`src/sv/mipft_pkg.sv`:
```
// shared types, codes and helpers of the masked ip filter table
package mipft_pkg;

  // widths fixed by the interface
  localparam int unsigned OCTETS_W   = 32;
  localparam int unsigned OP_W       = 2;
  localparam int unsigned STATUS_W   = 2;
  localparam int unsigned COUNT_W    = 11;
  // widest table index for the largest supported capacity
  localparam int unsigned MEM_ADDR_W = 16;

  // operation codes
  localparam logic [OP_W-1:0] OP_LOOKUP = 2'd0;
  localparam logic [OP_W-1:0] OP_ADD    = 2'd1;
  localparam logic [OP_W-1:0] OP_REMOVE = 2'd2;

  // status codes
  localparam logic [STATUS_W-1:0] ST_DONE      = 2'd0;
  localparam logic [STATUS_W-1:0] ST_FULL      = 2'd1;
  localparam logic [STATUS_W-1:0] ST_NOT_FOUND = 2'd2;

  // sequencer states
  typedef enum logic [2:0] {
    S_IDLE,
    S_READ,
    S_CHECK,
    S_APPEND,
    S_SHIFT_RD,
    S_SHIFT_WR,
    S_DONE
  } state_t;

  // table memory request
  typedef struct packed {
    logic                  we;
    logic                  re;
    logic [MEM_ADDR_W-1:0] waddr;
    logic [MEM_ADDR_W-1:0] raddr;
    logic [OCTETS_W-1:0]   wdata;
  } mem_req_t;

  // one finished result
  typedef struct packed {
    logic                refuse;
    logic [STATUS_W-1:0] status;
    logic [COUNT_W-1:0]  entry_count;
  } res_t;

  // bit mask with 0xff in every byte where the pattern octet is nonzero
  function automatic logic [OCTETS_W-1:0] care_mask(input logic [OCTETS_W-1:0] octets);
    logic [OCTETS_W-1:0] m;
    m = '0;
    for (int b = 0; b < 4; b++) begin
      if (octets[8*b +: 8] != 8'h00) begin
        m[8*b +: 8] = 8'hFF;
      end
    end
    return m;
  endfunction

endpackage

```
`src/sv/mipft_ctrl.sv`:
```
// sequencer that walks the table for lookup, append and remove with shift
module mipft_ctrl #(
  parameter int unsigned CAPACITY = 1024,
  parameter int unsigned CNT_W    = 11
) (
  input  logic                           clk,
  input  logic                           rst_n,
  input  logic                           ban_mode,
  input  logic                           in_valid,
  output logic                           in_ready,
  input  logic [mipft_pkg::OP_W-1:0]     in_operation,
  input  logic [mipft_pkg::OCTETS_W-1:0] in_address,
  input  logic [mipft_pkg::OCTETS_W-1:0] in_pattern,
  output logic                           res_valid,
  input  logic                           res_ready,
  output mipft_pkg::res_t                res,
  output mipft_pkg::mem_req_t            mem_req,
  input  logic [mipft_pkg::OCTETS_W-1:0] mem_rdata
);
  import mipft_pkg::*;

  localparam logic [CNT_W-1:0] CAP = CNT_W'(CAPACITY);
  localparam logic [CNT_W-1:0] ONE = CNT_W'(1);

  state_t              state_r, state_nxt;
  logic [CNT_W-1:0]    i_r, i_nxt;
  logic [CNT_W-1:0]    count_r, count_nxt;
  logic [OP_W-1:0]     op_r, op_nxt;
  logic [OCTETS_W-1:0] key_r, key_nxt;
  logic                refuse_r, refuse_nxt;
  logic [STATUS_W-1:0] status_r, status_nxt;

  logic [CNT_W-1:0]    i_inc;
  logic                hit;

  assign i_inc = i_r + ONE;

  // entry check: masked compare for lookup, exact compare for remove
  always_comb begin
    if (op_r == OP_LOOKUP) begin
      hit = (key_r & care_mask(mem_rdata)) == mem_rdata;
    end else begin
      hit = key_r == mem_rdata;
    end
  end

  // next state and datapath
  always_comb begin
    state_nxt  = state_r;
    i_nxt      = i_r;
    count_nxt  = count_r;
    op_nxt     = op_r;
    key_nxt    = key_r;
    refuse_nxt = refuse_r;
    status_nxt = status_r;
    unique case (state_r)
      S_IDLE: begin
        if (in_valid) begin
          op_nxt     = in_operation;
          key_nxt    = (in_operation == OP_LOOKUP) ? in_address : in_pattern;
          i_nxt      = '0;
          refuse_nxt = 1'b0;
          status_nxt = ST_DONE;
          unique case (in_operation)
            OP_LOOKUP: begin
              if (count_r == '0) begin
                refuse_nxt = ~ban_mode;
                state_nxt  = S_DONE;
              end else begin
                state_nxt = S_READ;
              end
            end
            OP_ADD: begin
              if (count_r >= CAP) begin
                status_nxt = ST_FULL;
                state_nxt  = S_DONE;
              end else begin
                state_nxt = S_APPEND;
              end
            end
            OP_REMOVE: begin
              if (count_r == '0) begin
                status_nxt = ST_NOT_FOUND;
                state_nxt  = S_DONE;
              end else begin
                state_nxt = S_READ;
              end
            end
            default: begin
              state_nxt = S_DONE;
            end
          endcase
        end
      end
      S_READ: begin
        state_nxt = S_CHECK;
      end
      S_CHECK: begin
        if (op_r == OP_LOOKUP) begin
          if (hit) begin
            refuse_nxt = ban_mode;
            state_nxt  = S_DONE;
          end else if (i_inc == count_r) begin
            refuse_nxt = ~ban_mode;
            state_nxt  = S_DONE;
          end else begin
            i_nxt     = i_inc;
            state_nxt = S_READ;
          end
        end else begin
          if (hit) begin
            i_nxt = i_inc;
            if (i_inc == count_r) begin
              count_nxt = count_r - ONE;
              state_nxt = S_DONE;
            end else begin
              state_nxt = S_SHIFT_RD;
            end
          end else if (i_inc == count_r) begin
            status_nxt = ST_NOT_FOUND;
            state_nxt  = S_DONE;
          end else begin
            i_nxt     = i_inc;
            state_nxt = S_READ;
          end
        end
      end
      S_APPEND: begin
        count_nxt = count_r + ONE;
        state_nxt = S_DONE;
      end
      S_SHIFT_RD: begin
        state_nxt = S_SHIFT_WR;
      end
      S_SHIFT_WR: begin
        i_nxt = i_inc;
        if (i_inc == count_r) begin
          count_nxt = count_r - ONE;
          state_nxt = S_DONE;
        end else begin
          state_nxt = S_SHIFT_RD;
        end
      end
      S_DONE: begin
        if (res_ready) begin
          state_nxt = S_IDLE;
        end
      end
      default: begin
        state_nxt = S_IDLE;
      end
    endcase
  end

  // handshake and memory request outputs
  always_comb begin
    in_ready  = 1'b0;
    res_valid = 1'b0;
    mem_req   = '0;
    unique case (state_r)
      S_IDLE: begin
        in_ready = 1'b1;
      end
      S_READ, S_SHIFT_RD: begin
        mem_req.re    = 1'b1;
        mem_req.raddr = MEM_ADDR_W'(i_r);
      end
      S_APPEND: begin
        mem_req.we    = 1'b1;
        mem_req.waddr = MEM_ADDR_W'(count_r);
        mem_req.wdata = key_r;
      end
      S_SHIFT_WR: begin
        mem_req.we    = 1'b1;
        mem_req.waddr = MEM_ADDR_W'(i_r - ONE);
        mem_req.wdata = mem_rdata;
      end
      S_DONE: begin
        res_valid = 1'b1;
      end
      default: begin
        in_ready = 1'b0;
      end
    endcase
  end

  assign res.refuse      = refuse_r;
  assign res.status      = status_r;
  assign res.entry_count = COUNT_W'(count_r);

  // control state
  always_ff @(posedge clk) begin
    if (!rst_n) begin
      state_r <= S_IDLE;
      count_r <= '0;
    end else begin
      state_r <= state_nxt;
      count_r <= count_nxt;
    end
  end

  // item registers
  always_ff @(posedge clk) begin
    i_r      <= i_nxt;
    op_r     <= op_nxt;
    key_r    <= key_nxt;
    refuse_r <= refuse_nxt;
    status_r <= status_nxt;
  end

  // the table never holds more than its capacity
  a_count_bound: assert property (@(posedge clk) disable iff (!rst_n)
    count_r <= CAP)
    else $error("entry count above capacity");

  // writes happen only when appending or shifting
  a_write_states: assert property (@(posedge clk) disable iff (!rst_n)
    mem_req.we |-> (state_r == S_APPEND || state_r == S_SHIFT_WR))
    else $error("table write outside append or shift");

  // a shift write always targets the slot below the one just read
  a_shift_slot: assert property (@(posedge clk) disable iff (!rst_n)
    state_r == S_SHIFT_WR |-> $past(state_r) == S_SHIFT_RD && i_r != '0
                              && $past(mem_req.raddr) == MEM_ADDR_W'(i_r))
    else $error("shift write not paired with its read");

  // the count changes only at the end of an add or remove
  a_count_change: assert property (@(posedge clk) disable iff (!rst_n)
    count_r != $past(count_r) |-> state_r == S_DONE)
    else $error("entry count changed mid item");

  // once a result is handed off the sequencer is free again
  a_release: assert property (@(posedge clk) disable iff (!rst_n)
    res_valid && res_ready |=> in_ready)
    else $error("sequencer not idle after result handoff");

endmodule

```
`config.mk`:
```
export PLATFORM = sky130hd
export DESIGN_NAME = mipft_ctrl
export DESIGN_NICKNAME = d
export VERILOG_FILES = /design/src/sv/mipft_pkg.sv /design/src/sv/mipft_ctrl.sv
export SDC_FILE = /design/constraint.sdc
export NUM_CORES = 1
export LEC_CHECK = 0
export ABC_AREA = 1
export BUFFER_PORTS_ARGS = -buffer_cell sky130_fd_sc_hd__buf_2
export CORE_MARGIN = 2
export CORE_UTILIZATION = 40
export CTS_BUF_LIST = sky130_fd_sc_hd__clkbuf_8 sky130_fd_sc_hd__clkbuf_16
export DETAILED_ROUTE_END_ITERATION = 8
export SLEW_MARGIN = 15
export SYNTH_ARGS = -nofsm -noshare
export SYNTH_HDL_FRONTEND = slang
export SYNTH_SLANG_ARGS = --single-unit
```
`constraint.sdc`:
```
create_clock -name clk -period 9.3 [get_ports clk]
set_input_delay 0.465 -clock clk [delete_from_list [all_inputs] [get_ports clk]]
set_output_delay 0.465 -clock clk [all_outputs]
set_load 0.02 [all_outputs]
```
==> Word-level counts from Yosys, hierarchy flattened <==
Cells that the tools add are included.
{ "classes": {"add_sub_neg": 4, "multipliers": 0, "n_div": 0, "order_cmp": 1, "n_eq_ne": 20, "n_shift": 0, "muxes": 53, "bitwise_logic": 2, "reduce_logical": 20} }
{ "ops": {"columns": ["cell", "n"], "rows": [
  ["11-bit 2-to-1 mux", 9],
  ["11-bit case mux with 3 select lines", 2],
  ["32-bit == test", 2],
  ["8-bit 2-to-1 mux", 8],
  ["32-bit case mux with 2 select lines", 1],
  ["32-bit AND", 1],
  ["32-bit 2-to-1 mux", 1],
  ["16-bit case mux with 2 select lines", 1],
  ["8-bit nonzero test", 4],
  ["3-bit 2-to-1 mux", 8],
  ["11-bit by 1-bit adder with 11-bit output (second input constant)", 2],
  ["3-bit case mux with 7 select lines", 1],
  ["2-bit inequality test (second input constant)", 7],
  ["1-bit 2-to-1 mux", 12],
  ["2-bit 2-to-1 mux", 6],
  ["11-bit by 1-bit subtractor with 12-bit output (second input constant)", 1],
  ["11-bit == test", 1],
  ["11-bit >= comparator (second input constant)", 1],
  ["11-bit logical NOT", 1],
  ["11-bit by 1-bit subtractor with 11-bit output (second input constant)", 1],
  ["3-bit == test (second input constant)", 3],
  ["2-bit case mux with 2 select lines", 2],
  ["3-bit by 2-bit == test with 1-bit output (second input constant)", 2],
  ["3-bit inequality test (second input constant)", 2],
  ["other kinds (15)", 21]
]} }
{ "totals": {"regBits": 62, "latchBits": 0, "ramBits": 0, "mem_bits_ro": 0, "wordCells": 107, "n_memories": 0} }

==> Longest topological paths before layout <==
{ "depth": {"ltp_word": 9, "mapped_depth": 18, "depth_no_buf": 18} }

==> Least setup slack after synthesis <==
OpenSTA, ideal clock, no wires.
{ "synth_path": {"path_kind": "register to register", "start": "register state_r[2]", "end": "register count_r[10]", "arrival_time_ns": 2.852, "setup_slack_ns": 6.332, "stages_incl_launch_ff": 15, "path_buffers": 2, "cell_sequence": "dfxtp_1 > inv_1 > nand2_1 > nor2_1 > clkbuf_1 > buf_1 > ha_1 > or2_2 > nor3_1 > nand3_1 > nand3_1 > xor2_1 > nand4_1 > nand2_1 > nor2_1"} }
{ "synth_via": {"elab_chain_cells": 3} }
{ "synth_rtl": {"columns": ["item", "line_no", "text"], "rows": [
  ["from (decl)", "mipft_ctrl.sv:25", "state_t state_r, state_nxt;"],
  ["from (signal assigned)", "mipft_ctrl.sv:197", "state_r <= state_nxt;"],
  ["3-bit by 2-bit == test with 1-bit output / 3-bit == test (equally long branches)", "mipft_ctrl.sv:56", "unique case (state_r)"],
  ["2-bit inequality test (no source line) / 3-bit nonzero test (equally long branches)", null, null],
  ["3-bit AND reduction (no source line)", null, null],
  ["to (signal assigned)", "mipft_ctrl.sv:198", "count_r <= count_nxt;"],
  ["to (decl)", "mipft_ctrl.sv:27", "logic [CNT_W-1:0] count_r, count_nxt;"]
]} }
Several ways; a longest one is shown, not always the timed one.
A chain may end at the register's enable or synchronous reset.

==> results by group <==
Run status
  • Status: completed

Cells and area
  • Commonest non-fill, non-tap cell in the layout: nand2_1
  • Nets: 1,343
  • # fillers: 1,729
  • Share of layout cells above drive strength 1: 18.34%
  • Most frequent cells in the layout: nand2_1 (405), buf_2 (179), inv_1 (131)
  • N_diodes: 0
  • P&R area growth vs syn: 19.52%

Worst setup path
  • CP required: 8.84 ns
  • Largest stage delay, worst path: 0.70 ns
  • Crit. End Element: output pin
  • Crit Path Category: register to output pin
  • R2r worst-path depth: 14
  • Worst Path Max Fanout: 25
  • CP endpoint: mem_req[54]
  • Setup crit start kind: register
  • Worst Setup SP: state_r[2]$_SDFFE_PN0P_
  • Slowest-stage cell, CP: clkinv_1
  • CP arrival: 2.84 ns
  • CP cell instances: inv_1 -> nand2_1 -> nor2_2 -> clkinv_1 -> nand2_1 -> inv_1 -> a21oi_1 -> buf_2
  • Reg2Reg Launch Point: op_r[1]$_DFFE_PP_
  • Worst r2r dst: count_r[7]$_SDFFE_PN0P_
  • Worst reg2reg setup slack: 6.23 ns

Drt
  • Routed vias/inst: 5.001
  • Drt total wl: 20.99 mm
  • Post-route ant nets: 0
  • Routed length per instance: 14.66 um
  • 1st-iter DRT viols: 521
  • DRC violations left: 0
  • Total number of vias: 7,161
  • Detailed Routing Iterations Pass 1: 5

Power
  • Worst IR drop on VDD: 0.1433 mV
  • Power Dens Cells: 231.7 nW/um^2
  • Total chip power: 1.755 mW
  • Leakage: 4.151 nW

CTS
  • Clock Path Buffers: 2
  • Post-CTS Resized: 0
  • Post-CTS Setup Inserts: 0
  • CTS tree: done
  • Clock root buffer: clkbuf_16
  • H-tree levels: 3
  • Clock slew at reported path FFs: 0.05 ns
  • Num CTS Buffers: 9
  • Latest clock arrival within the worst-skew pair: 0.34 ns
  • Clock Sink Count: 62
  • Cts hold-fix bufs: 0

Logic synthesis
  • Async S/R FF share, synth: 0%
  • Sequential fraction of the synthesis area: 27.16%
  • #FFs+latches synth: 62
  • Synth Cell Area: 6340 sq um
  • Synth unique cells: 41
  • Post-synth EDFFs: 48
  • Syn avg cell area: 5.992 sq um
  • Yosys warnings: 0
  • Main synth FF type: edfxtp_1
  • Cells after Synth: 1,058

Global route
  • Initial antenna violation count: 0
  • GRT Total Usage: 25.64%
  • First-pass GRT wire length: 33.69 mm
  • Largest net degree at the start of global routing: 40
  • Grt ovf: 0
  • Vias in the first global route: 6,644

STA
  • Slew @ Worst Pin: 1.056 ns
  • Period utilisation layout: 35.58%
  • Setup Total Neg Slack: 0 ns
  • Final Max Tran Viols: 0
  • RSZ-0062 raised after global routing: no
  • Final Hold Viols: 0
  • # setup viols final: 0
  • Relative slew slack: 29.36%
  • Fmax: 0.3023 GHz
  • Setup Skew: 0.005139 ns
  • Crit path time final: 3.309 ns

Floorplanning
  • Core Rows: 46
  • Core area: 15,710 sq um
  • Die height: 129.9 um
  • Die Width: 129.9 um
  • Die area: 16,870 sq um
  • Starting Density: 40.35%
  • Top Ports: 185

Job
  • Maxcap violations: 0

Placement
  • PortBufs: 179
  • Hpwl dp: 16.20 mm
  • Routability Congestion: 0.9484

Worst hold path
  • Hold Path Cell Cnt: 1
  • HP Class: input port to register
[final cells by class]
cell class | count | area [sq um] | area share (%)
Clock buffer | 9 | 225.2 | 2.972
Tap cell | 216 | 270.3 | 3.567
Timing Repair Buffer | 185 | 940.9 | 12.42
Inverter | 137 | 516.7 | 6.820
Sequential cell | 62 | 1722 | 22.72
Clock inverter | 4 | 41.29 | 0.5449
Multi-Input combinational cell | 819 | 3861 | 50.96
[per-layer routing]
| metal | GRT usage [%] | wire [um] | up-vias |
|---|---|---|---|
| met5 | 0 | 0 | - |
| met4 | 6.515 | 236 | 0 |
| met3 | 4.797 | 1516 | 17 |
| met2 | 42.25 | 9568 | 242 |
| met1 | 34.77 | 9665 | 3217 |
| li1 | - | - | 3685 |
[worst max-delay path, delay by kind of cell, from the launching register on]
kind                   cells  cell delay [ns]
buffers and inverters      4             1.26
and+or+nand+nor            3             0.72
DFF                        1             0.32
AOI/OAI and AO/OA          1             0.18
[where the power goes]
group	switching (mW)	internal, mW	leakage [nW]	total (mW)
clock	0.127	0.200	0.130	0.327
sequential	0.0951	0.433	0.580	0.528
combinational	0.636	0.264	3.44	0.901
[metrics by stage]
step	std cells	setup WS, ns	hold slack, ns	utilization, %	instance area (sq um)
finish	1432	5.992	0.3447	48.22	7577
global route	1432	5.719	0.3541	48.22	7577
CTS	1432	5.961	0.3390	48.22	7577
detailed placement	1419	6.264	0.6018	46.53	7311
global placement	1419	6.308	0.6067	46.53	7311
floorplan	1062	6.332	0.5639	-	6355
[sequential cells by signal, summed over array words and instances, names as in the netlist]
signal	count
count_r	11
op_r	2
refuse_r	1
i_r	11
state_r	3
key_r	32
status_r	2
[kinds of logic (layout without fill, tap and decap cells)]
family	Yosys count	after routing	synth area share (%)
compound gates	111	111	9.671
flops	62	62	27.16
simple gates	667	667	44.15
fa+ha+maj	26	26	5.250
other cells	1	5	0.05915
buf+inv	181	335	12.33
xor+xnor	10	10	1.381
[cells in the mapped netlist (all sizes together) (2+ instances only)]
| library cell | count | area share [%] |
|---|---|---|
| o21bai | 7 | 0.83 |
| and3 | 3 | 0.30 |
| o22ai | 14 | 1.4 |
| nor3 | 6 | 0.47 |
| nand3b | 4 | 0.47 |
| o21ai | 46 | 3.6 |
| edfxtp | 48 | 23 |
| nand4 | 20 | 2.0 |
| a31oi | 6 | 0.59 |
| clkbuf | 16 | 0.95 |
| xor2 | 10 | 1.4 |
| inv | 135 | 8.0 |
| nor4 | 3 | 0.30 |
| clkinv | 2 | 0.12 |
| ha | 25 | 4.9 |
| a21oi | 33 | 2.6 |
| nor2 | 121 | 8.0 |
| nand3 | 97 | 7.8 |
| nand2 | 409 | 24 |
| buf | 28 | 3.2 |
| dfxtp | 14 | 4.4 |
| or2 | 2 | 0.20 |
[worst min-delay path by stage]
stage / startpoint / endpoint / slack, ns
3_5_place_dp: count_r[3]$_SDFFE_PN0P_ / count_r[3]$_SDFFE_PN0P_ / 0.60
2_1_floorplan: in_operation[0] / op_r[0]$_DFFE_PP_ / 0.56
5_1_grt: in_operation[0] / op_r[0]$_DFFE_PP_ / 0.35
6_report: in_operation[0] / op_r[0]$_DFFE_PP_ / 0.34
4_1_cts: in_operation[0] / op_r[0]$_DFFE_PP_ / 0.34
3_3_place_gp: count_r[3]$_SDFFE_PN0P_ / count_r[3]$_SDFFE_PN0P_ / 0.61
Power figures use the tool's default switching activity.
